File: src/b64e_pkg.sv
// Package for the Base64 byte encoder: payload types, job type, constants, alphabet lookup.
`default_nettype none
package b64e_pkg;

    typedef struct packed {
        logic [7:0] data_byte;
        logic       end_of_message;
    } t_in_item;

    typedef struct packed {
        logic [6:0] out_char;
        logic       out_last;
    } t_out_item;

    typedef logic [6:0] t_char;

    // One accepted byte turned into up to four characters.
    typedef struct packed {
        t_char [3:0] chars;     // chars[0] goes out first
        logic  [1:0] last_idx;  // index of the final character of this job
        logic        eom;       // mark the final character as end of message
    } t_job;

    localparam logic [1:0] PHASE_FIRST  = 2'd0;
    localparam logic [1:0] PHASE_SECOND = 2'd1;
    localparam logic [1:0] PHASE_THIRD  = 2'd2;

    localparam t_char PAD_CHAR = 7'h3D;   // '='
    localparam t_char CHR_UC_A = 7'h41;   // 'A'
    localparam t_char CHR_LC_A = 7'h61;   // 'a'
    localparam t_char CHR_ZERO = 7'h30;   // '0'
    localparam t_char CHR_PLUS = 7'h2B;   // '+'
    localparam t_char CHR_SLSH = 7'h2F;   // '/'

    localparam logic [5:0] SEXT_LC_BASE  = 6'd26;
    localparam logic [5:0] SEXT_DIG_BASE = 6'd52;
    localparam logic [5:0] SEXT_PLUS     = 6'd62;

    // Standard Base64 alphabet lookup.
    function automatic t_char sextet_to_char(input logic [5:0] s);
        t_char c;
        if (s < SEXT_LC_BASE) begin
            c = CHR_UC_A + {1'b0, s};
        end else if (s < SEXT_DIG_BASE) begin
            c = CHR_LC_A + {1'b0, s - SEXT_LC_BASE};
        end else if (s < SEXT_PLUS) begin
            c = CHR_ZERO + {1'b0, s - SEXT_DIG_BASE};
        end else if (s == SEXT_PLUS) begin
            c = CHR_PLUS;
        end else begin
            c = CHR_SLSH;
        end
        return c;
    endfunction

endpackage
`default_nettype wire

File: src/b64e_front.sv
// Front end: takes raw bytes, tracks the group position and builds character jobs.
`default_nettype none
module b64e_front (
    input  wire                  i_clk,
    input  wire                  i_rst_n,
    input  wire                  i_valid,
    input  b64e_pkg::t_in_item   i_data,
    input  wire                  i_room,
    output logic                 o_ready,
    output logic                 o_push,
    output b64e_pkg::t_job       o_job
);

    logic [1:0] r_phase, n_phase;
    logic [3:0] r_carry, n_carry;
    logic [7:0] b;
    logic       eom;

    assign b       = i_data.data_byte;
    assign eom     = i_data.end_of_message;
    assign o_ready = i_room;
    assign o_push  = i_valid && i_room;

    always_comb begin
        o_job.chars    = {4{b64e_pkg::PAD_CHAR}};
        o_job.last_idx = 2'd0;
        o_job.eom      = eom;
        n_phase        = b64e_pkg::PHASE_FIRST;
        n_carry        = 4'd0;
        case (r_phase)
            b64e_pkg::PHASE_SECOND: begin
                o_job.chars[0] = b64e_pkg::sextet_to_char({r_carry[1:0], b[7:4]});
                if (eom) begin
                    o_job.chars[1] = b64e_pkg::sextet_to_char({b[3:0], 2'b00});
                    o_job.last_idx = 2'd2;
                end else begin
                    n_carry = b[3:0];
                    n_phase = b64e_pkg::PHASE_THIRD;
                end
            end
            b64e_pkg::PHASE_THIRD: begin
                o_job.chars[0] = b64e_pkg::sextet_to_char({r_carry, b[7:6]});
                o_job.chars[1] = b64e_pkg::sextet_to_char(b[5:0]);
                o_job.last_idx = 2'd1;
            end
            default: begin
                // first byte of a group; the unused phase code acts the same
                o_job.chars[0] = b64e_pkg::sextet_to_char(b[7:2]);
                if (eom) begin
                    o_job.chars[1] = b64e_pkg::sextet_to_char({b[1:0], 4'b0000});
                    o_job.last_idx = 2'd3;
                end else begin
                    n_carry = {2'b00, b[1:0]};
                    n_phase = b64e_pkg::PHASE_SECOND;
                end
            end
        endcase
    end

    always_ff @(posedge i_clk) begin
        if (!i_rst_n) begin
            r_phase <= b64e_pkg::PHASE_FIRST;
            r_carry <= 4'd0;
        end else if (o_push) begin
            r_phase <= n_phase;
            r_carry <= n_carry;
        end
    end

endmodule
`default_nettype wire

File: src/b64e_queue.sv
// Two-entry job queue between the front end and the character serialiser.
`default_nettype none
module b64e_queue (
    input  wire              i_clk,
    input  wire              i_rst_n,
    input  wire              i_push,
    input  b64e_pkg::t_job   i_job,
    output logic             o_room,
    input  wire              i_pop,
    output logic             o_valid,
    output b64e_pkg::t_job   o_job
);

    localparam int DEPTH = 2;
    localparam int PTR_W = $clog2(DEPTH);

    b64e_pkg::t_job   r_mem [DEPTH];
    logic [PTR_W-1:0] r_wr_ptr, r_rd_ptr;
    logic [PTR_W:0]   r_count;

    assign o_room  = (r_count != (PTR_W+1)'(DEPTH));
    assign o_valid = (r_count != '0);
    assign o_job   = r_mem[r_rd_ptr];

    always_ff @(posedge i_clk) begin
        if (i_push) begin
            r_mem[r_wr_ptr] <= i_job;
        end
    end

    always_ff @(posedge i_clk) begin
        if (!i_rst_n) begin
            r_wr_ptr <= '0;
            r_rd_ptr <= '0;
            r_count  <= '0;
        end else begin
            if (i_push) begin
                r_wr_ptr <= r_wr_ptr + PTR_W'(1);
            end
            if (i_pop) begin
                r_rd_ptr <= r_rd_ptr + PTR_W'(1);
            end
            case ({i_push, i_pop})
                2'b10:   r_count <= r_count + (PTR_W+1)'(1);
                2'b01:   r_count <= r_count - (PTR_W+1)'(1);
                default: r_count <= r_count;
            endcase
        end
    end

endmodule
`default_nettype wire

File: src/b64e_back.sv
// Back end: feeds job characters to an output register, one per cycle while not stalled.
`default_nettype none
module b64e_back (
    input  wire                  i_clk,
    input  wire                  i_rst_n,
    input  wire                  i_job_valid,
    input  b64e_pkg::t_job       i_job,
    output logic                 o_pop,
    output logic                 o_valid,
    input  wire                  i_ready,
    output b64e_pkg::t_out_item  o_data
);

    logic [1:0]           r_idx;
    logic                 r_valid;
    b64e_pkg::t_out_item  r_data;
    logic                 load, at_end;

    assign load    = i_job_valid && (!r_valid || i_ready);
    assign at_end  = (r_idx == i_job.last_idx);
    assign o_pop   = load && at_end;
    assign o_valid = r_valid;
    assign o_data  = r_data;

    always_ff @(posedge i_clk) begin
        if (load) begin
            r_data.out_char <= i_job.chars[r_idx];
            r_data.out_last <= i_job.eom && at_end;
        end
    end

    always_ff @(posedge i_clk) begin
        if (!i_rst_n) begin
            r_valid <= 1'b0;
            r_idx   <= 2'd0;
        end else begin
            if (load) begin
                r_valid <= 1'b1;
                r_idx   <= at_end ? 2'd0 : r_idx + 2'd1;
            end else if (i_ready) begin
                r_valid <= 1'b0;
            end
        end
    end

endmodule
`default_nettype wire

File: src/base64_byte_encoder.sv
// Top level of the Base64 byte encoder: front end, job queue and character serialiser.
//
// Usage: raw bytes enter on the input channel (i_valid / o_ready, payload i_data),
// one byte per item, with end_of_message set on the final byte of a message.
// Base64 characters leave on the output channel (o_valid / i_ready, payload o_data),
// one character per item; out_last marks the final character, padding included.
// A byte gives one character at the start or middle of a group, two at the end of
// a group, and three or four (with '=' padding) when it closes a partial group.
// Path: the first character of a byte is written into the job queue, then loaded into
// the output register, which drives o_valid.
// Throughput: while the receiver is ready the output register sends one character per cycle;
// a byte gives 1 to 4 characters, about 1.33 on a long message. The two-entry job queue
// lets the front take a byte every cycle while it has room.
// When the receiver stalls the output register holds its item, the queue fills and
// o_ready falls; nothing is lost. Synchronous reset empties the queue, drops any
// pending output and returns to the start of a three-byte group.
`default_nettype none
module base64_byte_encoder (
    input  wire                  i_clk,
    input  wire                  i_rst_n,
    input  wire                  i_valid,
    output logic                 o_ready,
    input  b64e_pkg::t_in_item   i_data,
    output logic                 o_valid,
    input  wire                  i_ready,
    output b64e_pkg::t_out_item  o_data
);

    logic           q_room, q_push, q_pop, q_valid;
    b64e_pkg::t_job front_job, head_job;

    // classify the byte and build its characters
    b64e_front u_front (
        .i_clk   (i_clk),
        .i_rst_n (i_rst_n),
        .i_valid (i_valid),
        .i_data  (i_data),
        .i_room  (q_room),
        .o_ready (o_ready),
        .o_push  (q_push),
        .o_job   (front_job)
    );

    // decouples byte intake from character output
    b64e_queue u_queue (
        .i_clk   (i_clk),
        .i_rst_n (i_rst_n),
        .i_push  (q_push),
        .i_job   (front_job),
        .o_room  (q_room),
        .i_pop   (q_pop),
        .o_valid (q_valid),
        .o_job   (head_job)
    );

    // one character per cycle into the output register while the receiver is ready
    b64e_back u_back (
        .i_clk       (i_clk),
        .i_rst_n     (i_rst_n),
        .i_job_valid (q_valid),
        .i_job       (head_job),
        .o_pop       (q_pop),
        .o_valid     (o_valid),
        .i_ready     (i_ready),
        .o_data      (o_data)
    );

endmodule
`default_nettype wire
File: config.mk
export PLATFORM = sky130hd
export DESIGN_NAME = base64_byte_encoder
export DESIGN_NICKNAME = d
export VERILOG_FILES = /design/src/b64e_pkg.sv /design/src/b64e_front.sv /design/src/b64e_queue.sv /design/src/b64e_back.sv /design/src/base64_byte_encoder.sv
export SDC_FILE = /design/constraint.sdc
export NUM_CORES = 1
export LEC_CHECK = 0
export BUFFER_PORTS_ARGS = -buffer_cell sky130_fd_sc_hd__clkbuf_2
export CAP_MARGIN = 20
export CORE_ASPECT_RATIO = 1.75
export CORE_MARGIN = 2
export CORE_UTILIZATION = 49
export DETAILED_ROUTE_END_ITERATION = 7
export GPL_ROUTABILITY_DRIVEN = 0
export GPL_TIMING_DRIVEN = 0
export PLACE_DENSITY = 0.76
export RECOVER_POWER = 100
export SLEW_MARGIN = 20
export SYNTH_ARGS = -nofsm -noshare
export SYNTH_HDL_FRONTEND = slang
export SYNTH_SLANG_ARGS = --single-unit
File: constraint.sdc
create_clock -name i_clk -period 6.65 [get_ports i_clk]
set_input_delay 0.3325 -clock i_clk [delete_from_list [all_inputs] [get_ports i_clk]]
set_output_delay 0.3325 -clock i_clk [all_outputs]
set_load 0.05 [all_outputs]
# ---- Word-level counts from Yosys, hierarchy flattened
# Memories as Yosys holds them, arrays and structs flattened. A register that Yosys moved wholly into a read port is not among the register bits.
# Index checks and enable logic that the tools add are counted.
dict set report word_totals {
  regBits 21
  ramBits 34
  input_bits 13
  out_inout_bits 10
  n_memories 1
}
# memory words word_bits read_ports rd_ports_with_merged_regs write_ports line
set mem_list {}
lappend mem_list {u_queue.r_mem 2 17 1 1 1 b64e_queue.sv:17} ;# b64e_pkg::t_job r_mem [DEPTH];
dict set report op_classes {
  addsub 35
  magnitude_cmp 19
  n_eq_ne 10
  muxes 43
  reduce_logical 9
}
# operator n
set op_table {}
lappend op_table {{$mux 7} 21}
lappend op_table {{$add 7x6->7 const A} 12}
lappend op_table {{$lt 6x6->1 const B} 12}
lappend op_table {{$add 6x6->7 const A} 6}
lappend op_table {{$lt 6x5->1 const B} 6}
lappend op_table {{$sub 6x5->6 const B} 6}
lappend op_table {{$sub 6x6->6 const B} 6}
lappend op_table {{$pmux 16 s2} 1}
lappend op_table {{$eq 6x6->1 const B} 4}
lappend op_table {{$bmux 7 s2} 1}
lappend op_table {{$mux 3} 4}
lappend op_table {{$mux 2} 5}
lappend op_table {{$pmux 2 s2} 2}
lappend op_table {{$pmux 4 s2} 1}
lappend op_table {{$mux 1} 7}
lappend op_table {{$reduce_bool 2->1} 3}
lappend op_table {{$add 2x1->2 const B} 2}
lappend op_table {{$eq 2x1->1 const B} 2}
lappend op_table {{$eq 2x2->1 const B} 2}
lappend op_table {{$logic_and 1x1->1} 4}
lappend op_table {{$mux 4} 1}
lappend op_table {{$lt 2x3->1 const B} 1}
lappend op_table {{$add 1x1->1 const B} 2}
lappend op_table {{$eq 2x2->1} 1}
lappend op_table {{4 further kinds} 4}

# ---- Logic depth before layout (Yosys ltp)
dict set report logic_depth {
  depth_word 7
  ltp_mapped 11
  mapped_depth_nobuf 10
}

# ---- Modules after synthesis
# Synthesis repeated with hierarchy kept, for this count alone.
dict set report unflattened {
  cells_unflattened 574
  area_unflattened_um2 5997.0
}
# mod n_inst cells_per_inst area_each_um2 seq_area_each_um2
set by_module_without_submodules {}
lappend by_module_without_submodules {b64e_front 1 417 2945.3 120.1}
lappend by_module_without_submodules {b64e_queue 1 118 2442.3 1961.9}
lappend by_module_without_submodules {b64e_back 1 39 609.3 300.3}

# ---- Least setup slack after synthesis
# No wires, ideal clock.
dict set report synth_timing {
  path_kind {register -> register}
  from {reg u_queue.r_count[0]}
  to {mem u_queue.r_mem[0][0] (netlist name), enable pin}
  setup_ps 392
  arrival_time_ps 2037
  required_time_ps 6258
  path_slack_ps 4221
  path_stages_with_launch 5
  n_path_buf 1
  period_less_slack_ps 2429
  cell_sequence {dfxtp_1 nand2b_1 nand2_1 clkbuf_1 nor2_1}
}
dict set report synth_via {
  elab_chain_cells 4
}
# element line
set synth_lines {}
lappend synth_lines {{start: declaration} b64e_queue.sv:19} ;# logic [PTR_W:0] r_count;
lappend synth_lines {{start signal: assignment} b64e_queue.sv:44} ;# 2'b10: r_count <= r_count + (PTR_W+1)'(1);
lappend synth_lines {{start signal: assignment} b64e_queue.sv:45} ;# 2'b01: r_count <= r_count - (PTR_W+1)'(1);
lappend synth_lines {{start signal: assignment} b64e_queue.sv:46} ;# default: r_count <= r_count;
lappend synth_lines {{$ne 2x2->1} b64e_queue.sv:21} ;# assign o_room = (r_count != (PTR_W+1)'(DEPTH));
lappend synth_lines {{named net o_ready} base64_byte_encoder.sv:22} ;# output logic o_ready,
lappend synth_lines {{$logic_and 1x1->1} b64e_front.sv:22} ;# assign o_push = i_valid && i_room;
lappend synth_lines {{$mux 1} b64e_queue.sv:26} ;# if (i_push) begin
lappend synth_lines {{$mux 1 (implied by the code)} b64e_queue.sv:27} ;# r_mem[r_wr_ptr] <= i_job;
lappend synth_lines {{end: declaration} b64e_queue.sv:17}
# The timed path passes the listed nets, and every way through them passes these cells.

==> impl_metrics.tcl <==
set metrics [dict create \
    run_status "complete, but fails checks" \
    violations "max-capacitance violations, max-slew violations" \
    synth_largest_area_cell "edfxtp_1" \
    areaGrowthSynthToFinish_pct 7.70 \
    cp-end-kind "flop" \
    seq_area_frac_synth 0.327 \
    fp-row-count 47 \
    multi_input_area_mm2 0.00287 \
    cts_root_buf "clkbuf_16" \
    track_usage 0.220 \
    io_buffers 22 \
    grtUsageMet3 0.0224 \
    synth_adder_area_share 0.117 \
    use_met2 0.429 \
    clock-sinks 56 \
    path_cells "clkbuf_1 > inv_1 > ha_1 > a21oi_1 > nor2b_1 > nor2_1 > mux2_2 > a221oi_1 > a21oi_1" \
    grt_pass1_vias 3827 \
    synth-compound-area-share 0.177 \
    io_pins 23 \
    num_vias 3752 \
    wl_per_cell_um 17.6 \
    clock_latency_ns 0.29 \
    fin_nets 575 \
    grt_overflow 0 \
    vdd_drop_max_v 0.000171 \
    hold_class "input pin to flop" \
    rsz0062_at_grt "no" \
    leakagePower_nw 1.93 \
    h-tree-depth 2 \
    die_w_um 78.1 \
    worstPathRequired_ns 6.66 \
    avgSynthCellArea_um2 9.64 \
    setup_viol 0 \
    clockBufferDepth 2 \
    die_h_um 134 \
    critPathKind "flop to flop" \
    syn_inst 489 \
    skew_ns 0.00459 \
    postSynth.asyncResetShare 0 \
    cts.clk_slew.worst_paths_ns 0.07 \
    cpMaxStageDelayCell "a21oi_1" \
    gr-usage-met1 0.218 \
    period_needed_ns 3.71 \
    dp_hpwl_mm 8.87 \
    path_common_cell "a21oi_1" \
    grt_max_degree 19 \
    synth_edf_count 42 \
    n_antenna_cell 0 \
    ys.warnings.count 0 \
    cp_max_fo 8 \
    synth_area_leaders "edfxtp_1 (27%), ha_1 (12%), dfxtp_1 (5.9%)" \
    worst_pin_slew_ns 1.50 \
    power.density_mw_per_mm2 261 \
    coreArea_mm2 0.00941 \
    postCtsSetupBuffers 0 \
    synthFlopType "edfxtp_1" \
    postLayoutCoreUtil 0.539 \
    nFillCells 889 \
    cts_made_buffers 5 \
    synth_nets 546 \
    critical-path-max-stage-delay_ns 0.60 \
    path_delay_family "compound AO/OA/AOI/OAI gates" \
    slew_headroom -0.00518 \
    ant_nets 0 \
    drt-total-wl_mm 11.3 \
    maxCapViolations 1 \
    hold_viol 0 \
    dr.first_iter.drc_count 175 \
    synth_xor_area_frac 0.0982 \
    power_mw 1.32 \
    initial_utilization 0.501 \
    place_area_mm2 0.00498 \
    slew_violations 19 \
    drive_above_1_share 0.112 \
    register_area_mm2 0.00154 \
    syn_area_mm2 0.00471 \
    cts_tree "yes" \
    synth_top_area_share 0.268 \
    fin_crit_sh 0.558 \
    finalSetupTns_ns 0 \
    cts_hold_buf 0 \
    cp-start-kind "flop" \
    fmax_mhz 269 \
    hold_slack_ns 0.386 \
    final_area_mm2 0.00508 \
    antenna_found_initial 0 \
    vias_per_cell 5.85 \
    synth_seq_cells 56 \
    yosys.area_share.simple 0.166 \
    synth_top_family_by_area "compound AO/OA/AOI/OAI gates" \
    busiest_layer "met2" \
    route.detailed.drc 0 \
    crit_buf_inv 2 \
    muxShareOfSynthArea 0.0552 \
    drt_pass1_iterations 5 \
    cts_resized 0 \
    die_area_mm2 0.0105 \
    cp.arrival_ns 3.72 \
    grt_pass1_wl_mm 18.1 \
    yosysUniqueCellTypes 68 \
]
[kinds of logic after synthesis]
kind of cell	after synthesis
compound gates	123
simple gates	150
flops	56
fa+ha+maj	44
xor+xnor	49
buf+inv	50
mux	17
[report_power, final]
group          leakage, nW  switching, mW  internal, mW  total (mW)
Combinational         1.35          0.357         0.195       0.551
Clock               0.0742          0.118         0.141       0.259
Sequential           0.505         0.0287         0.484       0.513
Total                 1.93          0.503         0.820        1.32
[worst reg2reg max path, stage by stage, from the launching register on]
cell	delay, ns
dfxtp_1	0.47
clkbuf_1	0.37
inv_1	0.27
ha_1	0.26
a21oi_1	0.60
nor2b_1	0.22
nor2_1	0.33
mux2_2	0.37
a221oi_1	0.39
a21oi_1	0.14
[synth_stat cells (3+ instances only)]
cell type / instances
or3_1: 6
o21ai_0: 20
buf_2: 8
nand3_1: 15
nand2_1: 38
nor2b_1: 16
mux4_2: 7
dfxtp_1: 14
o21a_1: 5
a21oi_1: 34
a211oi_1: 8
mux2i_1: 8
ha_1: 44
clkbuf_8: 4
a221oi_1: 6
buf_6: 5
edfxtp_1: 42
inv_2: 4
inv_1: 15
xor2_1: 23
and2_1: 4
clkbuf_1: 12
or2_2: 6
xnor2_1: 23
nand2b_1: 8
o211ai_1: 3
o221ai_1: 3
nor2_1: 32
a22oi_1: 4
a21o_1: 5
o31ai_1: 4
nor3b_1: 4
a31oi_1: 5
nor3_1: 3
nand4_1: 7
[layout by cell type, fill, tap and decap left out, types with 6 or more instances in the layout]
master	count
buf_2	6
dfxtp_1	14
mux2i_1	8
nand4_1	7
nand2b_1	8
a21oi_1	35
clkbuf_1	28
a211oi_1	8
clkbuf_2	9
nand3_1	15
a221oi_1	6
o21ai_0	21
edfxtp_1	42
inv_1	16
xor2_1	23
ha_1	44
mux4_2	7
xnor2_1	23
nand2_1	38
nor2_1	32
or3_1	6
nor2b_1	17
or2_2	6
[state kept, by name, summed over array words and instances (netlist names), named ones only]
name	flops
u_back.o_data	8
u_queue.r_mem	34
u_queue.r_wr_ptr	1
u_front.r_phase	2
u_back.r_idx	2
u_queue.r_count	2
u_queue.r_rd_ptr	1
u_front.r_carry	4
u_back.o_valid	1
[stage by stage]
stage / instances / setup WS [ns]
final: 641 / 2.94
after floorplan: 489 / 4.22
after global routing: 641 / 2.72
after detailed placement: 633 / 3.57
after CTS: 641 / 3.75
after global placement: 633 / 3.58
[final timing paths]
kind	end	startpoint	slack, ns	cells past startpoint
worst min-delay path	u_queue.r_wr_ptr$_SDFFE_PN0P_	i_valid	0.39	3
worst min register to register	u_front.r_phase[1]$_SDFFE_PN0P_	u_front.r_phase[1]$_SDFFE_PN0P_	0.54	2
worst max register to register	u_queue.r_mem[0][4]$_DFFE_PP_	u_front.r_carry[0]$_SDFFE_PN0P_	2.94	9
worst max-delay path	u_queue.r_mem[0][4]$_DFFE_PP_	u_front.r_carry[0]$_SDFFE_PN0P_	2.94	9
[area by class of cell]
cell class | count | area share
Clock buffer | 5 | 0.0246
Timing Repair Buffer | 22 | 0.0185
Clock inverter | 3 | 0.00444
Sequential cell | 56 | 0.304
Tap cell | 122 | 0.0301
Inverter | 19 | 0.0140
Multi-Input combinational cell | 383 | 0.565
Buffer | 31 | 0.0397
[per-layer routing]
metal,up-vias,wire length [um],share of wire
met5,-,0,0
met4,0,474,0.042
met3,32,295,0.026
met2,98,6310,0.56
met1,1780,4200,0.37
li1,1842,-,-
Note: power is estimated with default switching activity, not from simulation.
